===== config.mk =====
export PLATFORM = sky130hd
export DESIGN_NAME = can_bit_timing_search
export DESIGN_NICKNAME = d
export VERILOG_FILES = /design/src/sv/can_bt_pkg.sv /design/src/sv/can_bt_div.sv /design/src/sv/can_bit_timing_search.sv
export SDC_FILE = /design/constraint.sdc
export NUM_CORES = 1
export LEC_CHECK = 0
export BUFFER_PORTS_ARGS = -buffer_cell sky130_fd_sc_hd__buf_2
export CAP_MARGIN = 0
export CORE_ASPECT_RATIO = 1.25
export CORE_MARGIN = 10
export CORE_UTILIZATION = 35
export DETAILED_ROUTE_END_ITERATION = 8
export GPL_TIMING_DRIVEN = 1
export PLACE_DENSITY = 0.47
export SYNTH_ARGS = -nofsm -noshare
export SYNTH_HDL_FRONTEND = slang
export SYNTH_HIERARCHICAL = 1
export SYNTH_SLANG_ARGS = --single-unit

===== constraint.sdc =====
create_clock -name clk -period 7.6 [get_ports clk]
set_input_delay 2.28 -clock clk [delete_from_list [all_inputs] [get_ports clk]]
set_output_delay 2.28 -clock clk [all_outputs]
set_load 0.05 [all_outputs]

===== src/sv/can_bt_pkg.sv =====
// ---------------------------------------------------------------------------
// can_bt_pkg
// Shared types, field widths and the quanta-to-segment lookup for the CAN
// bit timing search.
// ---------------------------------------------------------------------------
package can_bt_pkg;

    localparam int CLOCK_W  = 32;
    localparam int RATE_W   = 24;
    localparam int PRESC_W  = 9;
    localparam int SEG1_W   = 5;
    localparam int SEG2_W   = 4;
    localparam int JUMP_W   = 3;
    localparam int QUOT_W   = 5;

    localparam logic [CLOCK_W-1:0] CLOCK_RESET = 32'd80000000;

    localparam logic STATUS_OK      = 1'b0;
    localparam logic STATUS_INVALID = 1'b1;

    // Status word from the shared divider to the sequencer
    typedef struct packed {
        logic              done;
        logic              over;   // quotient is 32 or more
        logic [QUOT_W-1:0] quot;
    } div_status_t;

    typedef struct packed {
        logic              ok;
        logic [SEG1_W-1:0] seg1;
        logic [SEG2_W-1:0] seg2;
        logic [JUMP_W-1:0] jump;
    } fit_t;

    // seg1 = floor(8q/10) - 1 must lie in 1..16, seg2 = q - 1 - seg1 in 1..8,
    // q in 4..25; only q = 4..22 survive. Jump width is min(seg2, 4).
    function automatic fit_t fit_lookup(input logic [QUOT_W-1:0] q);
        fit_t f;
        f = '0;
        f.ok = 1'b1;
        case (q)
            5'd4:    begin f.seg1 = 5'd2;  f.seg2 = 4'd1; end
            5'd5:    begin f.seg1 = 5'd3;  f.seg2 = 4'd1; end
            5'd6:    begin f.seg1 = 5'd3;  f.seg2 = 4'd2; end
            5'd7:    begin f.seg1 = 5'd4;  f.seg2 = 4'd2; end
            5'd8:    begin f.seg1 = 5'd5;  f.seg2 = 4'd2; end
            5'd9:    begin f.seg1 = 5'd6;  f.seg2 = 4'd2; end
            5'd10:   begin f.seg1 = 5'd7;  f.seg2 = 4'd2; end
            5'd11:   begin f.seg1 = 5'd7;  f.seg2 = 4'd3; end
            5'd12:   begin f.seg1 = 5'd8;  f.seg2 = 4'd3; end
            5'd13:   begin f.seg1 = 5'd9;  f.seg2 = 4'd3; end
            5'd14:   begin f.seg1 = 5'd10; f.seg2 = 4'd3; end
            5'd15:   begin f.seg1 = 5'd11; f.seg2 = 4'd3; end
            5'd16:   begin f.seg1 = 5'd11; f.seg2 = 4'd4; end
            5'd17:   begin f.seg1 = 5'd12; f.seg2 = 4'd4; end
            5'd18:   begin f.seg1 = 5'd13; f.seg2 = 4'd4; end
            5'd19:   begin f.seg1 = 5'd14; f.seg2 = 4'd4; end
            5'd20:   begin f.seg1 = 5'd15; f.seg2 = 4'd4; end
            5'd21:   begin f.seg1 = 5'd15; f.seg2 = 4'd5; end
            5'd22:   begin f.seg1 = 5'd16; f.seg2 = 4'd5; end
            default: f.ok = 1'b0;
        endcase
        f.jump = (f.seg2 < 4'd4) ? f.seg2[JUMP_W-1:0] : 3'd4;
        return f;
    endfunction

endpackage


===== src/sv/can_bt_div.sv =====
// ---------------------------------------------------------------------------
// can_bt_div
// Shared restoring divider: one compare and subtract a cycle, six steps,
// giving a five-bit quotient of clock by divisor and an overflow flag.
// ---------------------------------------------------------------------------
module can_bt_div #(
    parameter int DW = 34
) (
    input  logic                             clk,
    input  logic                             rst_n,
    input  logic                             start,
    input  logic [can_bt_pkg::CLOCK_W-1:0]   dividend,
    input  logic [DW-1:0]                    divisor,
    output can_bt_pkg::div_status_t          stat
);
    import can_bt_pkg::*;

    localparam int TW = DW + QUOT_W;
    localparam int XW = ((TW > CLOCK_W) ? TW : CLOCK_W) + 1;
    localparam logic [2:0] K_TOP = 3'(QUOT_W);

    logic                busy_reg, busy_next;
    logic                done_reg, done_next;
    logic                over_reg, over_next;
    logic [2:0]          k_reg, k_next;
    logic [CLOCK_W-1:0]  r_reg, r_next;
    logic [QUOT_W-1:0]   q_reg, q_next;

    logic [TW-1:0]       trial;
    logic [XW-1:0]       diff;
    logic                ge;

    assign trial = TW'(divisor) << k_reg;
    assign diff  = XW'(r_reg) - XW'(trial);
    assign ge    = ~diff[XW-1];

    always_comb
    begin
        busy_next = busy_reg;
        done_next = 1'b0;
        over_next = over_reg;
        k_next    = k_reg;
        r_next    = r_reg;
        q_next    = q_reg;
        if (start)
        begin
            busy_next = 1'b1;
            over_next = 1'b0;
            k_next    = K_TOP;
            r_next    = dividend;
            q_next    = '0;
        end
        else if (busy_reg)
        begin
            if (ge)
                r_next = diff[CLOCK_W-1:0];
            if (k_reg == K_TOP)
                over_next = ge;
            else
                q_next = {q_reg[QUOT_W-2:0], ge};
            if (k_reg == 3'd0)
            begin
                busy_next = 1'b0;
                done_next = 1'b1;
            end
            else
                k_next = k_reg - 3'd1;
        end
    end

    always_ff @(posedge clk or negedge rst_n)
    begin
        if (!rst_n)
        begin
            busy_reg <= 1'b0;
            done_reg <= 1'b0;
        end
        else
        begin
            busy_reg <= busy_next;
            done_reg <= done_next;
        end
    end

    always_ff @(posedge clk)
    begin
        over_reg <= over_next;
        k_reg    <= k_next;
        r_reg    <= r_next;
        q_reg    <= q_next;
    end

    assign stat.done = done_reg;
    assign stat.over = over_reg;
    assign stat.quot = q_reg;

endmodule


===== src/sv/can_bit_timing_search.sv =====
// ---------------------------------------------------------------------------
// can_bit_timing_search
// Searches prescalers from 1 upward for the first CAN bit timing that fits
// the requested bit rate at the configured controller clock.
// ---------------------------------------------------------------------------
//
//  Channel  | Handshake            | Payload
//  ---------+----------------------+------------------------------------------
//  input    | in_valid / in_stall  | bitrate
//  output   | out_valid / out_stall| status, prescaler_code, segment_one,
//           |                      | segment_two, jump_width
//  config   | cfg_wr_en            | cfg_wr_data (clock_hz)
//
//  Each prescaler trial loads the shared divider, lets it run its six
//  compare/subtract steps and then checks the registered quotient. A word
//  therefore costs p trials when prescaler p wins and MAX_PRESCALER trials
//  when none fits; a zero bit rate is answered without any trial.
//  Reset restores clock_hz to 80 MHz and empties the output register.
//  in_stall is high from acceptance until the result is handed to the
//  output register, which holds it under out_stall while a new word enters.
//
module can_bit_timing_search #(
    parameter int MAX_PRESCALER = 512
) (
    input  logic                               clk,
    input  logic                               rst_n,
    // configuration
    input  logic                               cfg_wr_en,
    input  logic [can_bt_pkg::CLOCK_W-1:0]     cfg_wr_data,
    // input channel
    input  logic                               in_valid,
    output logic                               in_stall,
    input  logic [can_bt_pkg::RATE_W-1:0]      bitrate,
    // output channel
    output logic                               out_valid,
    input  logic                               out_stall,
    output logic                               status,
    output logic [can_bt_pkg::PRESC_W-1:0]     prescaler_code,
    output logic [can_bt_pkg::SEG1_W-1:0]      segment_one,
    output logic [can_bt_pkg::SEG2_W-1:0]      segment_two,
    output logic [can_bt_pkg::JUMP_W-1:0]      jump_width
);
    import can_bt_pkg::*;

    // Prescaler counter holds 1..MAX_PRESCALER; divisor is prescaler * rate
    localparam int PW = $clog2(MAX_PRESCALER + 1);
    localparam int DW = PW + RATE_W;
    localparam logic [PW-1:0] P_LAST = PW'(MAX_PRESCALER);

    localparam logic [1:0] S_IDLE  = 2'd0;
    localparam logic [1:0] S_START = 2'd1;
    localparam logic [1:0] S_WAIT  = 2'd2;
    localparam logic [1:0] S_OUT   = 2'd3;

    logic [1:0]          state_reg, state_next;
    logic [CLOCK_W-1:0]  clock_hz_reg;
    logic [RATE_W-1:0]   rate_reg, rate_next;
    logic [PW-1:0]       p_reg, p_next;
    logic [DW-1:0]       d_reg, d_next;

    // result waiting for the output register
    logic                res_status_reg, res_status_next;
    logic [PRESC_W-1:0]  res_presc_reg, res_presc_next;
    logic [SEG1_W-1:0]   res_seg1_reg, res_seg1_next;
    logic [SEG2_W-1:0]   res_seg2_reg, res_seg2_next;
    logic [JUMP_W-1:0]   res_jump_reg, res_jump_next;

    // output register
    logic                out_valid_reg, out_valid_next;
    logic                out_status_reg;
    logic [PRESC_W-1:0]  out_presc_reg;
    logic [SEG1_W-1:0]   out_seg1_reg;
    logic [SEG2_W-1:0]   out_seg2_reg;
    logic [JUMP_W-1:0]   out_jump_reg;

    div_status_t         div_stat;
    fit_t                fit;
    logic                found;
    logic                div_start;
    logic                in_take;
    logic                out_load;
    logic [PW-1:0]       p_minus_one;
    logic [PW+PRESC_W-1:0] p_code_ext;

    can_bt_div #(
        .DW (DW)
    ) u_div (
        .clk      (clk),
        .rst_n    (rst_n),
        .start    (div_start),
        .dividend (clock_hz_reg),
        .divisor  (d_reg),
        .stat     (div_stat)
    );

    // Check the quotient: it must not overflow and must map to valid segments
    assign fit         = fit_lookup(div_stat.quot);
    assign found       = ~div_stat.over & fit.ok;
    assign p_minus_one = p_reg - PW'(1);
    assign p_code_ext  = {{PRESC_W{1'b0}}, p_minus_one};

    assign in_stall  = (state_reg != S_IDLE);
    assign in_take   = in_valid & ~in_stall;
    assign div_start = (state_reg == S_START);
    assign out_load  = (state_reg == S_OUT) & (~out_valid_reg | ~out_stall);

    always_comb
    begin
        state_next      = state_reg;
        rate_next       = rate_reg;
        p_next          = p_reg;
        d_next          = d_reg;
        res_status_next = res_status_reg;
        res_presc_next  = res_presc_reg;
        res_seg1_next   = res_seg1_reg;
        res_seg2_next   = res_seg2_reg;
        res_jump_next   = res_jump_reg;
        case (state_reg)
            S_IDLE:
            begin
                if (in_take)
                begin
                    // start at prescaler 1; a zero rate is answered at once
                    rate_next       = bitrate;
                    p_next          = PW'(1);
                    d_next          = DW'(bitrate);
                    res_status_next = STATUS_INVALID;
                    res_presc_next  = '0;
                    res_seg1_next   = '0;
                    res_seg2_next   = '0;
                    res_jump_next   = '0;
                    state_next      = (bitrate == '0) ? S_OUT : S_START;
                end
            end
            S_START:
            begin
                state_next = S_WAIT;
            end
            S_WAIT:
            begin
                if (div_stat.done)
                begin
                    if (found)
                    begin
                        res_status_next = STATUS_OK;
                        res_presc_next  = p_code_ext[PRESC_W-1:0];
                        res_seg1_next   = fit.seg1;
                        res_seg2_next   = fit.seg2;
                        res_jump_next   = fit.jump;
                        state_next      = S_OUT;
                    end
                    else if (p_reg == P_LAST)
                        state_next = S_OUT;
                    else
                    begin
                        // advance to the next prescaler
                        p_next     = p_reg + PW'(1);
                        d_next     = d_reg + DW'(rate_reg);
                        state_next = S_START;
                    end
                end
            end
            S_OUT:
            begin
                if (out_load)
                    state_next = S_IDLE;
            end
            default:
            begin
                state_next = S_IDLE;
            end
        endcase
    end

    always_comb
    begin
        out_valid_next = out_valid_reg;
        if (out_load)
            out_valid_next = 1'b1;
        else if (out_valid_reg & ~out_stall)
            out_valid_next = 1'b0;
    end

    always_ff @(posedge clk or negedge rst_n)
    begin
        if (!rst_n)
        begin
            state_reg     <= S_IDLE;
            clock_hz_reg  <= CLOCK_RESET;
            out_valid_reg <= 1'b0;
        end
        else
        begin
            state_reg     <= state_next;
            out_valid_reg <= out_valid_next;
            if (cfg_wr_en)
                clock_hz_reg <= cfg_wr_data;
        end
    end

    always_ff @(posedge clk)
    begin
        rate_reg       <= rate_next;
        p_reg          <= p_next;
        d_reg          <= d_next;
        res_status_reg <= res_status_next;
        res_presc_reg  <= res_presc_next;
        res_seg1_reg   <= res_seg1_next;
        res_seg2_reg   <= res_seg2_next;
        res_jump_reg   <= res_jump_next;
        if (out_load)
        begin
            out_status_reg <= res_status_reg;
            out_presc_reg  <= res_presc_reg;
            out_seg1_reg   <= res_seg1_reg;
            out_seg2_reg   <= res_seg2_reg;
            out_jump_reg   <= res_jump_reg;
        end
    end

    assign out_valid      = out_valid_reg;
    assign status         = out_status_reg;
    assign prescaler_code = out_presc_reg;
    assign segment_one    = out_seg1_reg;
    assign segment_two    = out_seg2_reg;
    assign jump_width     = out_jump_reg;

    // A new result word only appears after leaving the hand-off state
    assert property (@(posedge clk) disable iff (!rst_n)
        $rose(out_valid) |-> $past(state_reg) == S_OUT)
        else $error("result word appeared without a hand-off");

    // An invalid answer carries all-zero fields
    assert property (@(posedge clk) disable iff (!rst_n)
        (out_valid && status == STATUS_INVALID) |->
            (prescaler_code == '0 && segment_one == '0 &&
             segment_two == '0 && jump_width == '0))
        else $error("invalid result with non-zero fields");

    // A found timing has legal segments and a consistent jump width
    assert property (@(posedge clk) disable iff (!rst_n)
        (out_valid && status == STATUS_OK) |->
            (segment_one != '0 && segment_one <= 5'd16 &&
             segment_two != '0 && segment_two <= 4'd8 &&
             jump_width != '0 && jump_width <= 3'd4 &&
             {1'b0, jump_width} <= segment_two))
        else $error("found timing out of range");

    // The prescaler counter stays within 1..MAX_PRESCALER during a search
    assert property (@(posedge clk) disable iff (!rst_n)
        (state_reg == S_START || state_reg == S_WAIT) |->
            (p_reg != '0 && p_reg <= P_LAST))
        else $error("prescaler counter out of range");

    // The divider is only started from the load state, never mid-division
    assert property (@(posedge clk) disable iff (!rst_n)
        div_start |=> (state_reg == S_WAIT && !div_stat.done))
        else $error("divider start sequencing broken");

endmodule

# --- Word level (Yosys, flattened, before mapping) ---
# Cells that the tools add are included.
totals:
  wordCells: 139
  regBits: 190
  in_bits: 61
  output_inout_bits: 24
op_classes:
  addsub: 5
  bitwise: 12
  order_cmp: 1
  shift: 1
  n_eq_ne: 31
  reduce_logical: 16
  muxes: 51
ops:
  columns: ["operator", "n"]
  rows:
  - ["$pmux W9 S19", 1]
  - ["$mux W34", 4]
  - ["$mux W32", 3]
  - ["$pmux W34 S2", 1]
  - ["$eq A5 B4 Y1 const B", 8]
  - ["$mux W10", 4]
  - ["$sub A32 B39 Y40", 1]
  - ["$shl A34 B3 Y39", 1]
  - ["$eq A5 B5 Y1 const B", 7]
  - ["$add A34 B24 Y34", 1]
  - ["$mux W9", 3]
  - ["$logic_not A24 Y1", 1]
  - ["$eq A5 B3 Y1 const B", 4]
  - ["$pmux W10 S2", 1]
  - ["$reduce_or A19 Y1", 1]
  - ["$pmux W9 S2", 1]
  - ["$mux W5", 3]
  - ["$mux W1", 12]
  - ["$mux W2", 6]
  - ["$mux W3", 4]
  - ["$mux W4", 3]
  - ["$ne A2 B2 Y1 const B", 6]
  - ["$add A10 B1 Y10 const B", 1]
  - ["$eq A10 B10 Y1 const B", 1]
  - ["other kinds (22)", 39]

# --- Logic depth before layout (Yosys ltp) ---
depth:
  ltp_word: 7
  ltp_mapped: 14
  depth_no_buf: 12

# --- Modules after synthesis ---
# Netlist, hierarchy kept.
by_module_without_submodules:
  columns: ["module", "area_per_inst_um2", "seq_area_each_um2", "n_inst", "cells_per_inst"]
  rows:
  - ["can_bit_timing_search", 7363.3, 4129.0, 1, 643]
  - ["can_bt_div", 4748.3, 1191.1, 1, 548]

# --- Worst setup path before layout ---
# Ideal clock, no wire load.
synth_timing:
  kind: "register to register"
  start: "reg u_div.k_reg[0]"
  end: "reg u_div.r_reg[0], enable pin"
  path_buffers: 3
  path_stages_with_launch: 14
  setup_time_ns: 0.466
  setup_slack_ns: 1.562
  arrival_ns: 5.572
  required_ns: 7.134
  synth_period_minus_slack_ns: 6.038
  cell_sequence: "dfxtp_1 -> clkbuf_1 -> buf_1 -> mux4_2 -> mux2i_1 -> ha_1 -> clkbuf_1 -> nand4_1 -> or2_0 -> nor2_1 -> o2111ai_1 -> a21oi_1 -> o31ai_1 -> o21ai_0"
synth_via:
  elab_chain_len: 4
synth_lines:
  columns: ["element", "line", "text"]
  rows:
  - ["from (decl)", "can_bt_div.sv:25", "logic [2:0] k_reg, k_next;"]
  - ["from (signal assigned)", "can_bt_div.sv:88", "k_reg <= k_next;"]
  - ["$shl A34 B3 Y39", "can_bt_div.sv:33", "assign trial = TW'(divisor) << k_reg;"]
  - ["$sub A32 B39 Y40", "can_bt_div.sv:34", "assign diff = XW'(r_reg) - XW'(trial);"]
  - ["$ne A2 B2 Y1 (no source line)", null, null]
  - ["$reduce_and A2 Y1 (no source line)", null, null]
  - ["to (signal assigned)", "can_bt_div.sv:89", "r_reg <= r_next;"]
  - ["to (decl)", "can_bt_div.sv:26", "logic [CLOCK_W-1:0] r_reg, r_next;"]
# Every way passes these cells.
# A chain may end at the register's enable or synchronous reset.

# --- Worst setup path after layout ---
layout_timing:
  start: "reg u_div.k_reg[0]"
  end: "reg u_div.r_reg[8], enable pin"
# The elaborated chain is that of the path after synthesis.

==> summary.md <==
| Metric | Value |
|---|---|
| Status | completed |
| Post-synth cell types | slightly below 80 |
| Layout Nets | between 1000 and 1500 |
| CTS buffer count | 17 |
| GP Congestion | roughly 0.86 |
| Number of synthesized flops with an enable pin | 140 |
| Layout cells sized above 1 | roughly 17% |
| H-tree depth | 4 |
| Post-Synthesis Cells | 1191 |
| Slew margin rel. | a little under a quarter |
| Avg Cell Area, Syn | 10.2 sq um |
| Final setup vio count | 0 |
| Core box area | between 30000 and 40000 sq um |
| Top_reg_cell synth | edfxtp_1 |
| Worst path arrival time | 4770 ps |
| Register area share after synthesis | 43.9% |
| DR vias | 9275 |
| Ant diodes | 0 |
| Critical Path Start Type | flip-flop |
| Largest family of logic cells by synthesized area | compound AO/OA/AOI/OAI gates |
| Most frequent cells in the layout | edfxtp_1 (140), nand2_1 (133), a21oi_1 (88) |
| Critical Path Sink Type | flip-flop |
| CTS sink count | approximately 190 |
| DIE HEIGHT | 228 um |
| Mux share of post-synthesis cell area | between 10% and 20% |
| Syn nets | about 1300 |
| IO Count | 85 |
| Max_cap viols | 0 |
| Met1 Track Usage GR | a little under a fifth |
| First DRT Iteration DRCs | 630 |
| Post-Synth Simple-Gate Area | approximately 15% |
| Postcts setup bufs | 0 |
| Commonest non-fill, non-tap cell in the layout | edfxtp_1 |
| Die area | 42500 sq um |
| Placed Area | between 10000 and 15000 sq um |
| Xor/xnor cell area share of the yosys netlist | about 3.3% |
| Hold_buf cts | 0 |
| Placed cells | between 1500 and 2000 |
| Clock Skew | approximately 13 ps |
| RSZ-0062 raised after global routing | no |
| Setup crit start | u_div/k_reg[0] |
| Reg clk slew, reported paths | around 80 ps |
| Crit-path max FO | 37 |
| Worst-Margin Slew | around 1200 ps |
| Compound-cell area share of the yosys netlist | between 10% and 20% |
| Aggregate negative setup slack | 0 ps |
| Clock root cell | clkbuf_16 |
| Clk Latency, worst-skew pair | ~460 ps |
| Die width | between 150 and 200 um |
| Worst Path Required | roughly 7700 ps |
| CTS tree | built |
| Overflow after GRT | 0 |
| DR pass1 iterations | 5 |
| GRT busiest layer | met2 |
| F_max | ~210 MHz |
| Vias in the first global route | 9434 |
| Tmin final | 4670 ps |
| Initial Utilization | about a third |
| Async SR Flop Fraction | approximately a fifth |
| Reg-to-Reg End | u_div/r_reg[8] |
| Total Wirelength | between 30000 and 40000 um |
| Cell Area, Synth | approximately 12000 sq um |
| Max reg flops | 34 |
| First-pass GRT wire length | around 50000 um |
| #FFs+latches synth | 186 |
| Non-filler cells, final | between 1500 and 2000 |
| Hold wc startpoint | res_seg1_reg[2] |
| Vias per cell | between 5 and 6 |
| Adder-cell share of the synthesized area | under 10% |
| Area Overhead vs Synth | 11.6% |
| Final hold violations | 0 |
| # fillers | around 3500 |
| Tot GR Track Use | 14.9% |
| Syn. warnings | 6 |
| Hold Path Class | reg2reg |
| Number of gates resized after CTS | 0 |
| Initial antenna violation count | 0 |
| IO Port Bufs | 83 |
| Final ANT Viol Nets | 0 |
| GR Util met2 | around 26% |
| Clock Path Buffers | 2 |
| Worst R2R Setup Slack | roughly 3000 ps |
| WS Path Type | reg2reg |
| Setup crit end | u_div/r_reg[8] |
| Fin crit share | roughly three fifths |
| Hold Path Depth | 0 |
| Slew Limit Fails | 0 |
| Hpwl dp | roughly 24000 um |
| Worst R2R Path Depth | 11 |
| Largest net degree at the start of global routing | 83 |
| FF-to-FF Start | u_div/k_reg[0] |
| GRT met3 Usage | 2.49% |
| Design Area, Final | 13500 sq um |
| Row Count | 76 |
| # DRC | 0 |
| Routed len/inst | 18.5 um |
==> cells by family after synthesis <==
group	after synthesis
simple gates	371
compound gates	330
flops	186
mux	97
buf+inv	97
fa+ha+maj	64
xor+xnor	45
other cells	1
==> critical path, cell delays in order, from the launching register on <==
cell	delay, ps
dfxtp_2	930
inv_1	440
a21oi_1	290
mux2i_1	120
ha_1	450
nand2_1	70
o21ai_0	490
o2111ai_1	290
a21oi_1	310
o31ai_1	180
o21ai_2	260
buf_4	430
==> routing by layer <==
layer	vias to the layer above	wire length, um	share of wire (%)
met5	-	0	0
li1	4596	-	-
met4	0	450	1.4
met1	4513	14300	45
met2	141	15900	50
met3	25	988	3.1
==> worst min path at each step <==
stage                     slack [ps]                 to
after floorplan                  400      jump_width[0]
after global placement           400             status
after detailed placement         400  prescaler_code[5]
after CTS                        420     segment_one[2]
after global routing             430  prescaler_code[3]
final                            420     segment_one[2]
==> stage by stage <==
stage	utilization, %	hold slack, ps	worst slack, ps
global placement	37.6	404	2960
floorplan	-	400	1560
CTS	39.4	424	2850
global route	39.4	429	2400
finish	39.4	423	2930
detailed placement	37.6	405	2880
==> Yosys cell counts (17+ instances only) <==
cell type | n | area share (%)
dfrtp_1 | 29 | 6.0
mux4_2 | 19 | 3.5
nand2b_1 | 21 | 1.1
nor2_1 | 72 | 2.2
inv_1 | 27 | 0.84
mux2_2 | 36 | 3.3
a21oi_1 | 89 | 3.7
o21ai_0 | 83 | 3.4
a21o_1 | 22 | 1.4
a211oi_1 | 23 | 1.4
ha_1 | 62 | 6.4
mux2i_1 | 42 | 3.5
xor2_1 | 17 | 1.2
nand3_1 | 40 | 1.7
edfxtp_1 | 140 | 35
xnor2_1 | 28 | 2.0
clkbuf_1 | 41 | 1.3
nand2_1 | 133 | 4.1
nor3_1 | 20 | 0.83
==> area by class of cell <==
type	instances	area, sq um	share of cell area, %
clock buffers	17	425	3.15
clock inverters	15	193	1.43
inverters	28	105	0.778
multi-input cells	908	6420	47.5
flip-flops and latches	186	5320	39.4
well taps	468	586	4.33
repair buffers	90	468	3.46
Power is left out: the tool's default activity adds up to more than one toggle a clock period on the data nets, which glitch-free logic cannot reach.
